==> src/design/xbm_hex_to_pbm_bytes_top_assert.svh <==
// ----------------------------------------------------------------------------
// XBM to PBM byte converter: assertion macros
// Clocked on clk_i and held off while rst_ni is low.
// ----------------------------------------------------------------------------
`ifndef XBM_HEX_TO_PBM_BYTES_TOP_ASSERT_SVH
`define XBM_HEX_TO_PBM_BYTES_TOP_ASSERT_SVH

// Consequent must hold in the same cycle as the antecedent.
`define XBM2PBM_ASSERT_NOW(label, ante, cons, msg) \
  label: assert property (@(posedge clk_i) disable iff (!rst_ni) (ante) |-> (cons)) \
    else $error(msg);

// Consequent must hold in the cycle after the antecedent.
`define XBM2PBM_ASSERT_NEXT(label, ante, cons, msg) \
  label: assert property (@(posedge clk_i) disable iff (!rst_ni) (ante) |=> (cons)) \
    else $error(msg);

`endif

==> src/design/xbm2pbm_pkg.sv <==
// ----------------------------------------------------------------------------
// XBM to PBM byte converter: shared package
// Character codes, register indexes, command types and small helpers.
// ----------------------------------------------------------------------------
package xbm2pbm_pkg;

  localparam int unsigned MAX_DIM_DEF   = 4096;
  localparam int unsigned FIELD_DIM_W   = 12;
  localparam int unsigned FIELD_DIM_MAX = (1 << FIELD_DIM_W) - 1;
  localparam int unsigned VALUE_W       = 16;
  localparam int unsigned QUEUE_DEPTH   = 4;
  localparam int unsigned CFG_IDX_W     = 2;

  localparam logic [7:0] CH_LOWER_X = 8'h78;
  localparam logic [7:0] CH_UPPER_X = 8'h58;
  localparam logic [7:0] CH_DIGIT_0 = 8'h30;
  localparam logic [7:0] CH_DIGIT_9 = 8'h39;
  localparam logic [7:0] CH_UPPER_A = 8'h41;
  localparam logic [7:0] CH_UPPER_F = 8'h46;
  localparam logic [7:0] CH_LOWER_A = 8'h61;
  localparam logic [7:0] CH_LOWER_F = 8'h66;
  localparam logic [3:0] HEX_TEN    = 4'd10;

  typedef enum logic [CFG_IDX_W-1:0] {
    REG_IMAGE_WIDTH  = 2'd0,
    REG_IMAGE_HEIGHT = 2'd1,
    REG_SHORT_WORDS  = 2'd2
  } reg_idx_e;

  typedef enum logic {
    REQ_CHAR = 1'b0,
    REQ_PAD  = 1'b1
  } req_e;

  typedef enum logic {
    CMD_VALUE = 1'b0,
    CMD_ZERO  = 1'b1
  } cmd_kind_e;

  typedef struct packed {
    cmd_kind_e           kind;
    logic [VALUE_W-1:0]  value;
  } cmd_t;

  typedef struct packed {
    logic valid;
    cmd_t cmd;
  } queue_head_t;

  typedef struct packed {
    logic image_done;
    logic high_pending;
  } back_stat_t;

  typedef struct packed {
    logic       is_hex;
    logic [3:0] nibble;
  } hex_t;

  function automatic hex_t hex_decode(input logic [7:0] c);
    hex_t r;
    r = '0;
    if (c >= CH_DIGIT_0 && c <= CH_DIGIT_9) begin
      r.is_hex = 1'b1;
      r.nibble = 4'(c - CH_DIGIT_0);
    end else if (c >= CH_UPPER_A && c <= CH_UPPER_F) begin
      r.is_hex = 1'b1;
      r.nibble = HEX_TEN + 4'(c - CH_UPPER_A);
    end else if (c >= CH_LOWER_A && c <= CH_LOWER_F) begin
      r.is_hex = 1'b1;
      r.nibble = HEX_TEN + 4'(c - CH_LOWER_A);
    end
    return r;
  endfunction

  function automatic logic [7:0] flip8(input logic [7:0] b);
    logic [7:0] r;
    for (int i = 0; i < 8; i++) begin
      r[7-i] = b[i];
    end
    return r;
  endfunction

endpackage

==> src/design/xbm2pbm_in_if.sv <==
// ----------------------------------------------------------------------------
// XBM to PBM byte converter: character channel
// One body character or pad request per word.
// ----------------------------------------------------------------------------
interface xbm2pbm_in_if;
  logic       valid;
  logic       ready;
  logic       req_type;
  logic [7:0] char_code;

  modport source (output valid, output req_type, output char_code, input ready);
  modport sink (input valid, input req_type, input char_code, output ready);
endinterface

==> src/design/xbm2pbm_out_if.sv <==
// ----------------------------------------------------------------------------
// XBM to PBM byte converter: pixel byte channel
// One PBM raw byte with row and image end marks per word.
// ----------------------------------------------------------------------------
interface xbm2pbm_out_if;
  logic       valid;
  logic       ready;
  logic [7:0] pixel_byte;
  logic       last_in_row;
  logic       last_in_image;

  modport source (output valid, output pixel_byte, output last_in_row,
                  output last_in_image, input ready);
  modport sink (input valid, input pixel_byte, input last_in_row,
                input last_in_image, output ready);
endinterface

==> src/design/xbm2pbm_cfg_if.sv <==
// ----------------------------------------------------------------------------
// XBM to PBM byte converter: configuration write channel
// Register index and write data per word.
// ----------------------------------------------------------------------------
interface xbm2pbm_cfg_if;
  import xbm2pbm_pkg::*;
  logic                   valid;
  logic                   ready;
  logic [CFG_IDX_W-1:0]   index;
  logic [FIELD_DIM_W-1:0] data;

  modport source (output valid, output index, output data, input ready);
  modport sink (input valid, input index, input data, output ready);
endinterface

==> src/design/xbm2pbm_front.sv <==
// ----------------------------------------------------------------------------
// XBM to PBM byte converter: front end
// Scans characters for hex values and queues one command per value or pad.
// ----------------------------------------------------------------------------
module xbm2pbm_front
  import xbm2pbm_pkg::*;
(
  input  logic                clk_i,
  input  logic                rst_ni,
  xbm2pbm_in_if.sink          char_i,
  output logic                push_valid_o,
  output cmd_t                push_cmd_o,
  input  logic                push_ready_i
);

  logic               in_number_q, in_number_d;
  logic               input_ended_q, input_ended_d;
  logic [VALUE_W-1:0] accum_q, accum_d;
  logic               accept;
  hex_t               hex;

  assign char_i.ready = push_ready_i;
  assign accept       = char_i.valid && char_i.ready;
  assign hex          = hex_decode(char_i.char_code);

  always_comb begin
    in_number_d      = in_number_q;
    input_ended_d    = input_ended_q;
    accum_d          = accum_q;
    push_valid_o     = 1'b0;
    push_cmd_o.kind  = CMD_VALUE;
    push_cmd_o.value = accum_q;
    if (accept) begin
      if (req_e'(char_i.req_type) == REQ_PAD) begin
        input_ended_d = 1'b1;
        push_valid_o  = 1'b1;
        if (in_number_q) begin
          in_number_d = 1'b0;
          accum_d     = '0;
        end else begin
          push_cmd_o.kind = CMD_ZERO;
        end
      end else if (!input_ended_q) begin
        if (!in_number_q) begin
          if (char_i.char_code == CH_LOWER_X || char_i.char_code == CH_UPPER_X) begin
            in_number_d = 1'b1;
            accum_d     = '0;
          end
        end else if (hex.is_hex) begin
          // keep only the last four digits
          accum_d = {accum_q[VALUE_W-5:0], hex.nibble};
        end else begin
          // terminator is swallowed
          push_valid_o = 1'b1;
          in_number_d  = 1'b0;
          accum_d      = '0;
        end
      end
    end
  end

  always_ff @(posedge clk_i or negedge rst_ni) begin
    if (!rst_ni) begin
      in_number_q   <= 1'b0;
      input_ended_q <= 1'b0;
      accum_q       <= '0;
    end else begin
      in_number_q   <= in_number_d;
      input_ended_q <= input_ended_d;
      accum_q       <= accum_d;
    end
  end

endmodule

==> src/design/xbm2pbm_queue.sv <==
// ----------------------------------------------------------------------------
// XBM to PBM byte converter: command queue
// Small register FIFO between front end and byte emitter.
// ----------------------------------------------------------------------------
module xbm2pbm_queue
  import xbm2pbm_pkg::*;
#(
  parameter int unsigned DEPTH = QUEUE_DEPTH
) (
  input  logic        clk_i,
  input  logic        rst_ni,
  input  logic        push_valid_i,
  input  cmd_t        push_cmd_i,
  output logic        push_ready_o,
  output queue_head_t head_o,
  input  logic        pop_i
);

  localparam int unsigned PTR_W = (DEPTH > 1) ? $clog2(DEPTH) : 1;
  localparam int unsigned CNT_W = $clog2(DEPTH + 1);

  cmd_t             entries_q [DEPTH];
  logic [PTR_W-1:0] wr_ptr_q, rd_ptr_q;
  logic [CNT_W-1:0] count_q;
  logic             do_push, do_pop;

  assign push_ready_o = (count_q != CNT_W'(DEPTH));
  assign do_push      = push_valid_i && push_ready_o;
  assign do_pop       = pop_i && (count_q != '0);
  assign head_o.valid = (count_q != '0);
  assign head_o.cmd   = entries_q[rd_ptr_q];

  function automatic logic [PTR_W-1:0] ptr_inc(input logic [PTR_W-1:0] p);
    return (p == PTR_W'(DEPTH - 1)) ? '0 : p + 1'b1;
  endfunction

  always_ff @(posedge clk_i or negedge rst_ni) begin
    if (!rst_ni) begin
      wr_ptr_q <= '0;
      rd_ptr_q <= '0;
      count_q  <= '0;
    end else begin
      if (do_push) begin
        wr_ptr_q <= ptr_inc(wr_ptr_q);
      end
      if (do_pop) begin
        rd_ptr_q <= ptr_inc(rd_ptr_q);
      end
      if (do_push && !do_pop) begin
        count_q <= count_q + 1'b1;
      end else if (do_pop && !do_push) begin
        count_q <= count_q - 1'b1;
      end
    end
  end

  always_ff @(posedge clk_i) begin
    if (do_push) begin
      entries_q[wr_ptr_q] <= push_cmd_i;
    end
  end

endmodule

==> src/design/xbm2pbm_back.sv <==
// ----------------------------------------------------------------------------
// XBM to PBM byte converter: byte emitter
// Turns queued commands into bit-reversed bytes and tracks row and image ends.
// ----------------------------------------------------------------------------
module xbm2pbm_back
  import xbm2pbm_pkg::*;
#(
  parameter int unsigned DIM_W = FIELD_DIM_W,
  parameter int unsigned COL_W = 9,
  parameter int unsigned ROW_W = FIELD_DIM_W
) (
  input  logic             clk_i,
  input  logic             rst_ni,
  input  queue_head_t      head_i,
  output logic             pop_o,
  input  logic [COL_W:0]   bytes_per_row_i,
  input  logic [DIM_W-1:0] rows_i,
  input  logic             short_mode_i,
  output back_stat_t       stat_o,
  xbm2pbm_out_if.source    byte_o
);

  typedef enum logic {
    PH_LOW  = 1'b0,
    PH_HIGH = 1'b1
  } phase_e;

  phase_e           phase_q, phase_d;
  logic             out_valid_q, out_valid_d;
  logic [7:0]       byte_q, byte_d;
  logic             row_last_q, row_last_d;
  logic             img_last_q, img_last_d;
  logic [COL_W-1:0] col_q, col_d;
  logic [ROW_W-1:0] row_q, row_d;
  logic             done_q, done_d;

  logic             can_load;
  logic [COL_W:0]   col_next;
  logic [DIM_W:0]   row_next;
  logic             row_end, img_end;
  logic [7:0]       raw_byte;

  assign can_load = !out_valid_q || byte_o.ready;
  assign col_next = {1'b0, col_q} + 1'b1;
  assign row_next = (DIM_W+1)'(row_q) + 1'b1;
  assign row_end  = (col_next >= bytes_per_row_i);
  assign img_end  = row_end && (row_next >= {1'b0, rows_i});

  always_comb begin
    if (phase_q == PH_HIGH) begin
      raw_byte = head_i.cmd.value[15:8];
    end else if (head_i.cmd.kind == CMD_ZERO) begin
      raw_byte = '0;
    end else begin
      raw_byte = head_i.cmd.value[7:0];
    end
  end

  always_comb begin
    phase_d     = phase_q;
    out_valid_d = out_valid_q;
    byte_d      = byte_q;
    row_last_d  = row_last_q;
    img_last_d  = img_last_q;
    col_d       = col_q;
    row_d       = row_q;
    done_d      = done_q;
    pop_o       = 1'b0;
    if (out_valid_q && byte_o.ready) begin
      out_valid_d = 1'b0;
    end
    if (head_i.valid) begin
      if (done_q) begin
        // drop anything after the image end
        pop_o = 1'b1;
      end else if (can_load) begin
        out_valid_d = 1'b1;
        byte_d      = flip8(raw_byte);
        row_last_d  = row_end;
        img_last_d  = img_end;
        if (row_end) begin
          col_d = '0;
          if (img_end) begin
            done_d = 1'b1;
            row_d  = '0;
          end else begin
            row_d = row_next[ROW_W-1:0];
          end
        end else begin
          col_d = col_next[COL_W-1:0];
        end
        // high byte follows only if the low byte left the row open
        if (phase_q == PH_LOW && head_i.cmd.kind == CMD_VALUE && short_mode_i && !row_end) begin
          phase_d = PH_HIGH;
        end else begin
          phase_d = PH_LOW;
          pop_o   = 1'b1;
        end
      end
    end
  end

  always_ff @(posedge clk_i or negedge rst_ni) begin
    if (!rst_ni) begin
      phase_q     <= PH_LOW;
      out_valid_q <= 1'b0;
      byte_q      <= '0;
      row_last_q  <= 1'b0;
      img_last_q  <= 1'b0;
      col_q       <= '0;
      row_q       <= '0;
      done_q      <= 1'b0;
    end else begin
      phase_q     <= phase_d;
      out_valid_q <= out_valid_d;
      byte_q      <= byte_d;
      row_last_q  <= row_last_d;
      img_last_q  <= img_last_d;
      col_q       <= col_d;
      row_q       <= row_d;
      done_q      <= done_d;
    end
  end

  assign byte_o.valid         = out_valid_q;
  assign byte_o.pixel_byte    = byte_q;
  assign byte_o.last_in_row   = row_last_q;
  assign byte_o.last_in_image = img_last_q;

  assign stat_o.image_done   = done_q;
  assign stat_o.high_pending = (phase_q == PH_HIGH);

endmodule

==> src/design/xbm_hex_to_pbm_bytes_top.sv <==
// ----------------------------------------------------------------------------
// XBM to PBM byte converter: top level
// Converts the hex body of an X bitmap into PBM raw bytes, one character a
// word in and one byte a word out. A front end takes one character every cycle
// while the command queue has room, finds 'x' or 'X', gathers hex digits and
// on the first non-hex character (swallowed) queues the value; a pad request
// closes an open value or queues a zero byte, and after it body characters are
// ignored. A four-word command queue parts the front end from the byte emitter,
// which sends the bit-reversed low byte and, in 16-bit mode, the bit-reversed
// high byte unless the low byte closed its row. The emitter sends one byte per
// cycle while the output takes them, so a value costs one or two output bytes
// against at least two input characters; a byte passes a queue entry and the
// output register after the character ending its value is taken. Bytes carry
// row and image end marks; after the image end every word is taken and dropped
// until reset. Zero width or height counts as one; each is capped at MAX_DIM-1
// and at FIELD_DIM_MAX. Write the registers only while the block is idle.
// ----------------------------------------------------------------------------
`include "xbm_hex_to_pbm_bytes_top_assert.svh"

module xbm_hex_to_pbm_bytes_top
  import xbm2pbm_pkg::*;
#(
  parameter int unsigned MAX_DIM = MAX_DIM_DEF
) (
  input  logic           clk_i,
  input  logic           rst_ni,
  xbm2pbm_cfg_if.sink    cfg_i,
  xbm2pbm_in_if.sink     char_i,
  xbm2pbm_out_if.source  byte_o
);

  // Largest usable dimension: the register range, capped by MAX_DIM-1.
  localparam int unsigned LIM   = (MAX_DIM - 1 < FIELD_DIM_MAX) ? MAX_DIM - 1 : FIELD_DIM_MAX;
  localparam int unsigned DIM_W = $clog2(LIM + 1);
  localparam int unsigned COL_W = ($clog2((LIM + 7) / 8) > 0) ? $clog2((LIM + 7) / 8) : 1;
  localparam int unsigned ROW_W = ($clog2(LIM) > 0) ? $clog2(LIM) : 1;

  logic [FIELD_DIM_W-1:0] width_q, height_q;
  logic                   short_q;
  logic [DIM_W-1:0]       eff_width, eff_height;
  logic [DIM_W:0]         width_round;
  logic [COL_W:0]         bytes_per_row;

  logic        push_valid, push_ready, pop;
  cmd_t        push_cmd;
  queue_head_t head;
  back_stat_t  stat;

  // Configuration registers: always ready, unknown indexes are dropped.
  assign cfg_i.ready = 1'b1;

  always_ff @(posedge clk_i or negedge rst_ni) begin
    if (!rst_ni) begin
      width_q  <= FIELD_DIM_W'(1);
      height_q <= FIELD_DIM_W'(1);
      short_q  <= 1'b0;
    end else if (cfg_i.valid && cfg_i.ready) begin
      unique case (reg_idx_e'(cfg_i.index))
        REG_IMAGE_WIDTH:  width_q  <= cfg_i.data;
        REG_IMAGE_HEIGHT: height_q <= cfg_i.data;
        REG_SHORT_WORDS:  short_q  <= cfg_i.data[0];
        default: ;
      endcase
    end
  end

  // Clamp dimensions to 1..LIM.
  always_comb begin
    if (width_q == '0) begin
      eff_width = DIM_W'(1);
    end else if (32'(width_q) > LIM) begin
      eff_width = DIM_W'(LIM);
    end else begin
      eff_width = DIM_W'(width_q);
    end
    if (height_q == '0) begin
      eff_height = DIM_W'(1);
    end else if (32'(height_q) > LIM) begin
      eff_height = DIM_W'(LIM);
    end else begin
      eff_height = DIM_W'(height_q);
    end
  end

  // Bytes per row: ceil(width / 8).
  assign width_round   = {1'b0, eff_width} + (DIM_W+1)'(7);
  assign bytes_per_row = (COL_W+1)'(width_round >> 3);

  xbm2pbm_front u_front (
    .clk_i        (clk_i),
    .rst_ni       (rst_ni),
    .char_i       (char_i),
    .push_valid_o (push_valid),
    .push_cmd_o   (push_cmd),
    .push_ready_i (push_ready)
  );

  xbm2pbm_queue #(
    .DEPTH (QUEUE_DEPTH)
  ) u_queue (
    .clk_i        (clk_i),
    .rst_ni       (rst_ni),
    .push_valid_i (push_valid),
    .push_cmd_i   (push_cmd),
    .push_ready_o (push_ready),
    .head_o       (head),
    .pop_i        (pop)
  );

  xbm2pbm_back #(
    .DIM_W (DIM_W),
    .COL_W (COL_W),
    .ROW_W (ROW_W)
  ) u_back (
    .clk_i           (clk_i),
    .rst_ni          (rst_ni),
    .head_i          (head),
    .pop_o           (pop),
    .bytes_per_row_i (bytes_per_row),
    .rows_i          (eff_height),
    .short_mode_i    (short_q),
    .stat_o          (stat),
    .byte_o          (byte_o)
  );

  // An image end mark only shows once the emitter has closed the image.
  `XBM2PBM_ASSERT_NOW(a_image_end_done, byte_o.valid && byte_o.last_in_image, stat.image_done, "image end mark without image done")
  // The image end is always a row end.
  `XBM2PBM_ASSERT_NOW(a_image_end_row, byte_o.valid && byte_o.last_in_image, byte_o.last_in_row, "image end mark without row end")
  // Nothing new leaves once the image is done and the output is empty.
  `XBM2PBM_ASSERT_NEXT(a_quiet_after_done, stat.image_done && !byte_o.valid, !byte_o.valid, "byte emitted after image end")
  // A pending high byte goes out right after the low byte is taken.
  `XBM2PBM_ASSERT_NEXT(a_high_follows, stat.high_pending && byte_o.valid && byte_o.ready, byte_o.valid, "high byte did not follow")

endmodule

==> src/flat_wrapper.sv <==
// flat-port wrapper written by rule: the top's interface ports become plain ports
module xbm_hex_to_pbm_bytes_top_flat import xbm2pbm_pkg::*;
#(
  parameter int unsigned MAX_DIM = MAX_DIM_DEF
)
  (clk_i, rst_ni, cfg_i_valid, cfg_i_index, cfg_i_data, cfg_i_ready, char_i_valid, char_i_req_type, char_i_char_code, char_i_ready, byte_o_valid, byte_o_pixel_byte, byte_o_last_in_row, byte_o_last_in_image, byte_o_ready);
  xbm2pbm_cfg_if cfg_i_i ();
  xbm2pbm_in_if char_i_i ();
  xbm2pbm_out_if byte_o_i ();
  input  logic clk_i;
  input  logic rst_ni;
  input wire logic [$bits(cfg_i_i.valid)-1:0] cfg_i_valid;
  input wire logic [$bits(cfg_i_i.index)-1:0] cfg_i_index;
  input wire logic [$bits(cfg_i_i.data)-1:0] cfg_i_data;
  output wire logic [$bits(cfg_i_i.ready)-1:0] cfg_i_ready;
  input wire logic [$bits(char_i_i.valid)-1:0] char_i_valid;
  input wire logic [$bits(char_i_i.req_type)-1:0] char_i_req_type;
  input wire logic [$bits(char_i_i.char_code)-1:0] char_i_char_code;
  output wire logic [$bits(char_i_i.ready)-1:0] char_i_ready;
  output wire logic [$bits(byte_o_i.valid)-1:0] byte_o_valid;
  output wire logic [$bits(byte_o_i.pixel_byte)-1:0] byte_o_pixel_byte;
  output wire logic [$bits(byte_o_i.last_in_row)-1:0] byte_o_last_in_row;
  output wire logic [$bits(byte_o_i.last_in_image)-1:0] byte_o_last_in_image;
  input wire logic [$bits(byte_o_i.ready)-1:0] byte_o_ready;
  assign cfg_i_i.valid = cfg_i_valid;
  assign cfg_i_i.index = cfg_i_index;
  assign cfg_i_i.data = cfg_i_data;
  assign cfg_i_ready = cfg_i_i.ready;
  assign char_i_i.valid = char_i_valid;
  assign char_i_i.req_type = char_i_req_type;
  assign char_i_i.char_code = char_i_char_code;
  assign char_i_ready = char_i_i.ready;
  assign byte_o_valid = byte_o_i.valid;
  assign byte_o_pixel_byte = byte_o_i.pixel_byte;
  assign byte_o_last_in_row = byte_o_i.last_in_row;
  assign byte_o_last_in_image = byte_o_i.last_in_image;
  assign byte_o_i.ready = byte_o_ready;
  xbm_hex_to_pbm_bytes_top #(.MAX_DIM(MAX_DIM)) u_core (.clk_i(clk_i), .rst_ni(rst_ni), .cfg_i(cfg_i_i), .char_i(char_i_i), .byte_o(byte_o_i));
endmodule
==> config.mk <==
export PLATFORM = sky130hd
export DESIGN_NAME = xbm_hex_to_pbm_bytes_top_flat
export DESIGN_NICKNAME = d
export VERILOG_FILES = /design/src/design/xbm2pbm_pkg.sv /design/src/design/xbm2pbm_in_if.sv /design/src/design/xbm2pbm_out_if.sv /design/src/design/xbm2pbm_cfg_if.sv /design/src/design/xbm2pbm_front.sv /design/src/design/xbm2pbm_queue.sv /design/src/design/xbm2pbm_back.sv /design/src/design/xbm_hex_to_pbm_bytes_top.sv /design/src/flat_wrapper.sv
export VERILOG_INCLUDE_DIRS = /design/src /design/src/design
export SDC_FILE = /design/constraint.sdc
export NUM_CORES = 1
export LEC_CHECK = 0
export ABC_AREA = 1
export BUFFER_PORTS_ARGS = -buffer_cell sky130_fd_sc_hd__buf_2
export CORE_ASPECT_RATIO = 0.75
export CORE_MARGIN = 2
export CORE_UTILIZATION = 45
export DETAILED_ROUTE_END_ITERATION = 10
export GPL_TIMING_DRIVEN = 0
export MAX_ROUTING_LAYER = met4
export PLACE_DENSITY_LB_ADDON = 0.12
export SLEW_MARGIN = 10
export SYNTH_ARGS = -nofsm -noshare
export SYNTH_HDL_FRONTEND = slang
export SYNTH_HIERARCHICAL = 1
export SYNTH_SLANG_ARGS = --single-unit
==> constraint.sdc <==
create_clock -name clk_i -period 3.07 [get_ports clk_i]
set_clock_uncertainty 0.05 [all_clocks]
set_input_delay 0 -clock clk_i [delete_from_list [all_inputs] [get_ports clk_i]]
set_output_delay 0 -clock clk_i [all_outputs]
set_load 0.03 [all_outputs]
==> Word level (Yosys, flattened, before mapping) <==
Memories as Yosys holds them, arrays and structs flattened.
Index checks and enable logic that the tools add are counted.
{ "word_totals": {"mem_bits_rw": 68, "reg_bits": 84, "mem_count": 1, "out_inout_bits": 13} }
{ "op_classes": {"n_addsub": 12, "eq_ne": 9, "n_lt_le_gt_ge": 8, "muxes": 47, "n_reduce_logical": 33, "n_bitwise": 3} }
{ "mem_list": {"columns": ["name", "depth", "word_bits", "read_ports", "rd_clocked_by_memory_dff", "wr", "line", "source"], "rows": [
  ["u_core.u_queue.entries_q", 4, 17, 1, 0, 1, "xbm2pbm_queue.sv:22", "cmd_t entries_q [DEPTH];"]
]} }
{ "ops": {"columns": ["op", "count"], "rows": [
  ["$mux 16", 6],
  ["$mux 12", 3],
  ["$mux 1", 28],
  ["$logic_not 12->1", 2],
  ["$eq 8x7->1 const B", 2],
  ["$ge 8x7->1 const B", 2],
  ["$le 8x7->1 const B", 2],
  ["$mux 8", 2],
  ["$mux 5", 3],
  ["$add 12x1->13 const B", 1],
  ["$add 12x3->13 const B", 1],
  ["$ge 13x12->1", 1],
  ["$logic_and 1x1->1", 13],
  ["$sub 4x1->4 const B", 3],
  ["$add 9x1->10 const B", 1],
  ["$ge 10x10->1", 1],
  ["$reduce_and 2->1", 5],
  ["$mux 9", 1],
  ["$add 4x4->4 const A", 2],
  ["$ge 8x6->1 const B", 1],
  ["$le 8x6->1 const B", 1],
  ["$reduce_and 4->1", 2],
  ["$eq 2x2->1 const B", 3],
  ["$mux 3", 2],
  ["15 further kinds", 24]
]} }

==> Logic depth before layout (Yosys ltp) <==
{ "logic_depth": {"ltp_word": 15, "mapped_depth": 27} }

==> Cells and area by module <==
Netlist, hierarchy kept.
{ "modules_own_cells": {"columns": ["mod", "seq_area_each_um2", "area_each_um2", "cells_per_inst", "instances"], "rows": [
  ["xbm2pbm_queue", 2217.1, 3233.1, 257, 1],
  ["xbm2pbm_back", 850.8, 2487.4, 352, 1],
  ["xbm_hex_to_pbm_bytes_top", 628.1, 1357.6, 179, 1],
  ["xbm2pbm_front", 450.4, 1044.8, 144, 1]
]} }

==> Worst setup path before layout <==
No wires, ideal clock.
{ "synth_path": {"path_kind": "register to register", "from": "register u_core.width_q[0]", "to": "register u_core.u_queue.count_q[2]", "stages_incl_launch_ff": 27, "arrival_ns": 2.910, "setup_slack_ns": -0.007, "setup_ns": 0.117, "required_ns": 2.903, "path_buffers": 0, "synth_period_minus_slack_ns": 3.077, "path_cell_list": "dfstp_2 nor2_1 nand2_1 nand2_1 inv_1 nand2_1 xnor2_1 inv_1 ha_1 nand2_1 inv_1 nand2_1 nand2_1 nand2_1 nand3_2 inv_1 nand2_1 nand2_1 nand2_1 nand2_1 ha_1 inv_1 fa_1 nand2_1 nand3_1 nand2_1 nand2_1"} }
{ "synth_via": {"elab_chain_cells": 14} }
{ "synth_rtl": {"columns": ["item", "line", "source"], "rows": [
  ["start, declared", "xbm_hex_to_pbm_bytes_top.sv:38", "logic [FIELD_DIM_W-1:0] width_q, height_q;"],
  ["start signal, assigned", "xbm_hex_to_pbm_bytes_top.sv:59", "REG_IMAGE_WIDTH: width_q <= cfg_i.data;"],
  ["$logic_not 12->1", "xbm_hex_to_pbm_bytes_top.sv:69", "if (width_q == '0) begin"],
  ["$mux 12 *", "xbm_hex_to_pbm_bytes_top.sv:69", null],
  ["$add 12x3->13 *", "xbm_hex_to_pbm_bytes_top.sv:86", "assign width_round = {1'b0, eff_width} + (DIM_W+1)'(7);"],
  ["named net u_core.width_round[8]", "xbm_hex_to_pbm_bytes_top.sv:41", "logic [DIM_W:0] width_round;"],
  ["$ge 10x10->1 *", "xbm2pbm_back.sv:46", "assign row_end = (col_next >= bytes_per_row_i);"],
  ["$logic_not 1->1 *", "xbm2pbm_back.sv:93", "if (phase_q == PH_LOW && head_i.cmd.kind == CMD_VALUE && short_mode_i && !row_end) begin"],
  ["$logic_and 1x1->1 *", "xbm2pbm_back.sv:93", null],
  ["$mux 1 *", "xbm2pbm_back.sv:93", null],
  ["$mux 1 *", "xbm2pbm_back.sv:76", "end else if (can_load) begin"],
  ["$mux 1 *", "xbm2pbm_back.sv:73", "if (done_q) begin"],
  ["$mux 1 *", "xbm2pbm_back.sv:72", "if (head_i.valid) begin"],
  ["named net u_core.pop", "xbm_hex_to_pbm_bytes_top.sv:44", "logic push_valid, push_ready, pop;"],
  ["$logic_and 1x1->1 *", "xbm2pbm_queue.sv:29", "assign do_pop = pop_i && (count_q != '0);"],
  ["$logic_not 1->1", "xbm2pbm_queue.sv:49", "if (do_push && !do_pop) begin"],
  ["$logic_and 1x1->1", "xbm2pbm_queue.sv:49", null],
  ["$mux 3 / $reduce_bool 2->1 (equally long branches)", null, null],
  ["end signal, assigned", "xbm2pbm_queue.sv:50", "count_q <= count_q + 1'b1;"],
  ["end signal, assigned", "xbm2pbm_queue.sv:52", "count_q <= count_q - 1'b1;"],
  ["end, declared", "xbm2pbm_queue.sv:24", "logic [CNT_W-1:0] count_q;"]
]} }
The timed path passes the listed nets; every way through them passes the cells marked *.
A chain may end at the register's enable or synchronous reset.

==> Final worst setup path <==
{ "layout_path": {"from": "register u_core.u_back.col_q[0]", "to": "register u_core.u_queue.count_q[1]"} }
{ "layout_via": {"elab_chain_cells": 12} }
{ "layout_rtl": {"columns": ["item", "line", "source"], "rows": [
  ["start, declared", "xbm2pbm_back.sv:33", "logic [COL_W-1:0] col_q, col_d;"],
  ["start signal, assigned", "xbm2pbm_back.sv:119", "col_q <= col_d;"],
  ["$add 9x1->10 *", "xbm2pbm_back.sv:44", "assign col_next = {1'b0, col_q} + 1'b1;"],
  ["$ge 10x10->1 *", "xbm2pbm_back.sv:46", null],
  ["$logic_not 1->1 *", "xbm2pbm_back.sv:93", null],
  ["$logic_and 1x1->1 *", "xbm2pbm_back.sv:93", null],
  ["$mux 1 *", "xbm2pbm_back.sv:93", null],
  ["$mux 1 *", "xbm2pbm_back.sv:76", null],
  ["$mux 1 *", "xbm2pbm_back.sv:73", null],
  ["$mux 1 *", "xbm2pbm_back.sv:72", null],
  ["named net u_core.pop", "xbm_hex_to_pbm_bytes_top.sv:44", null],
  ["$logic_and 1x1->1 *", "xbm2pbm_queue.sv:29", null],
  ["$logic_not 1->1", "xbm2pbm_queue.sv:49", null],
  ["$logic_and 1x1->1", "xbm2pbm_queue.sv:49", null],
  ["$mux 3 / $reduce_bool 2->1 (equally long branches)", null, null]
]} }
Marks and branches as above.

==> run_results.csv <==
group,metric,value,unit
outcome,status,"completed",
setup_path,timing.rr.end,"u_core/u_queue/count_q[1]$_DFFE_PN0P_",
sta,timing.final.crit_period,3.04,ns
placement,gp_congestion,0.845,
setup_path,cp.arrival,3.29,ns
sta,hold_viol_final,0,
floorplanning,num_rows,42,
setup_path,worst_setup_path_end_kind,"flip-flop",
final_layout,fillers,1646,
cts,htree_levels,4,
sta,tightest_slew,0.565,ns
floorplanning,fp.dieW,159,um
floorplanning,ioPinCount,41,
cts,worstSkewPairLatency,0.43,ns
min_path,min_from,"char_i_char_code[4]",
placement,detailed_place_hpwl,12400,um
setup_path,r2r_slack,0.03,ns
final_layout,drive_gt1_frac,0.192,
synth,synth_area_per_cell,8.72,um^2
detailed_routing,drc_errors,0,
final_layout,finalNetCount,1101,
sta,grt_setup_unrepaired,"true",
global_routing,grt_pass1_vias,6076,
sta,timing.final.crit_share,0.989,
placement,portBuffers,39,
final_layout,final_cell_area,9870,um^2
cts,cts_tree,"yes",
power,ir_drop,0.388,mV
run,timing.max_cap.violations,0,
floorplanning,initial_core_util,0.459,
setup_path,ff2ff_path_depth,24,
sta,setup_slack,0.0339,ns
sta,fmax,329,MHz
final_layout,fin_util,0.559,
final_layout,final_cell_mix,"297 x nand2_1, 145 x inv_1, 80 x dfrtp_1",
floorplanning,core-area,17700,um^2
cts,clk_path_buf_depth,2,
synth,synth_fp_nets,992,
placement,place_area,8710,um^2
placement,dp_slack,-0.448,ns
min_path,min_path_cells,7,
final_layout,final_common_cell,"nand2_1",
sta,tns,0,ns
cts,cts_root_buf,"clkbuf_16",
detailed_routing,wl,18000,um
global_routing,grt_pass1_wl,30600,um
sta,holdWs,0.0130,ns
final_layout,antenna_cells,0,
detailed_routing,vias,6130,
final_layout,area_delta_synth_final,21.7,%
synth,synth_area,8110,um^2
cts,cts.sink_count,152,
global_routing,grt_antenna_before_repair,0,
detailed_routing,avgRoutedWirePerCell,13.9,um
cts,cts_buffers,17,
sta,maxSlewViolCount,0,
global_routing,overflow,0,
synth,synthCells,930,
min_path,whs_endpoint,"u_core/u_front/in_number_q$_DFFE_PN0P_",
global_routing,grt_max_degree,52,
detailed_routing,drtIter0Drc,356,
min_path,min_path_type,"input port to flip-flop",
setup_path,critPathLaunchType,"flip-flop",
sta,slew_headroom,0.623,
power,total_leakage_power,4.83,nW
global_routing,grt.total_usage,0.209,
detailed_routing,ant_nets,0,
synth,yosysWarnings,6,
setup_path,cp_max_fo,2,
floorplanning,fp.dieArea,19100,um^2
sta,setup_viol,0,
cts,clkTransAtPathRegs,0.07,ns
power,powerDensity,742,nW/um^2
setup_path,r2r_start,"u_core/u_back/col_q[0]$_DFFE_PN0P_",
detailed_routing,via_per_inst,4.74,
floorplanning,die_h,120,um
setup_path,crit_required,3.33,ns
setup_path,path_class,"flip-flop to flip-flop",
detailed_routing,drtPass1Iterations,5,
-- layout make-up --
type	count	area, um^2	share of cell area
Inverter	158	598	0.0606
Multi-Input combinational cell	582	3250	0.329
Tap cell	242	303	0.0307
Sequential cell	152	4150	0.421
Timing Repair Buffer	90	706	0.0715
Clock inverter	15	161	0.0164
Buffer	38	273	0.0276
Clock buffer	17	425	0.0431
-- worst max-delay path, stage by stage (launching register included) --
cell and delay, ns:
dfrtp_1 0.39, ha_2 0.21, nand2_2 0.10, nor2_4 0.05, buf_4 0.13, buf_4 0.12
nand2_1 0.05, nand2_1 0.05, nand2_1 0.07, inv_2 0.05, ha_4 0.25, nand2_1 0.05
nor2_2 0.11, nand3_2 0.09, nand3_2 0.10, inv_1 0.04, nand2_1 0.06, nand2_1 0.06
nand2_2 0.09, nand2_4 0.06, ha_4 0.16, inv_2 0.05, fa_2 0.41, nand2_1 0.06
o21ai_1 0.05
-- routing by layer --
layer	GRT usage	routed length, um	up-vias	share of wire
met5	-	0	-	0
met4	0.0602	184	0	0.010
met3	0.0408	676	14	0.038
met2	0.331	8400	100	0.47
met1	0.278	8770	2865	0.49
li1	-	-	3151	-
-- stage by stage --
stage	power (mW)	cells
finish	7.32	1294
CTS	7.37	1292
global route	7.84	1294
floorplan	4.35	930
global placement	5.01	1211
detailed placement	5.07	1216
-- sequential cells by signal, summed over array words and instances, names as in the netlist, 2 cells and up --
register                         count
u_core/u_back/byte_o.pixel_byte      8
u_core/width_q                      12
u_core/u_queue/rd_ptr_q              2
u_core/u_queue/count_q               3
u_core/height_q                     12
u_core/u_front/accum_q              16
u_core/u_back/col_q                  9
u_core/u_queue/entries_q            68
u_core/u_queue/wr_ptr_q              2
u_core/u_back/row_q                 12
-- what timing repair did --
item | in CTS | in global routing
gates resized for setup | 27 | 12
hold buffers | 30 | 0
setup buffers | 14 | 2
hold endpoints to repair | 120 | 0
endpoints found under the setup margin | 2 | 2
pin swaps | 20 | 18
-- worst max path at each step --
stage,from,depth (start not counted),endpoint,slack (ns)
global placement,u_core/u_back/col_q[0]$_DFFE_PN0P_,23,u_core/u_queue/count_q[2]$_DFFE_PN0P_,-0.43
global route,u_core/u_back/col_q[1]$_DFFE_PN0P_,21,u_core/u_queue/count_q[1]$_DFFE_PN0P_,-0.15
floorplan,u_core/u_back/col_q[0]$_DFFE_PN0P_,23,u_core/u_queue/count_q[2]$_DFFE_PN0P_,0.01
finish,u_core/u_back/col_q[0]$_DFFE_PN0P_,24,u_core/u_queue/count_q[1]$_DFFE_PN0P_,0.03
CTS,u_core/width_q[0]$_DFFE_PN1P_,21,u_core/u_queue/count_q[1]$_DFFE_PN0P_,-0.02
detailed placement,u_core/u_back/col_q[0]$_DFFE_PN0P_,23,u_core/u_queue/count_q[2]$_DFFE_PN0P_,-0.45
-- report_power, final --
part	switching [mW]	total, mW	internal [mW]
clock network	0.928	2.08	1.15
logic	1.64	2.65	1.01
registers	0.194	2.58	2.39
total	2.76	7.32	4.56
Power figures use the tool's default switching activity.
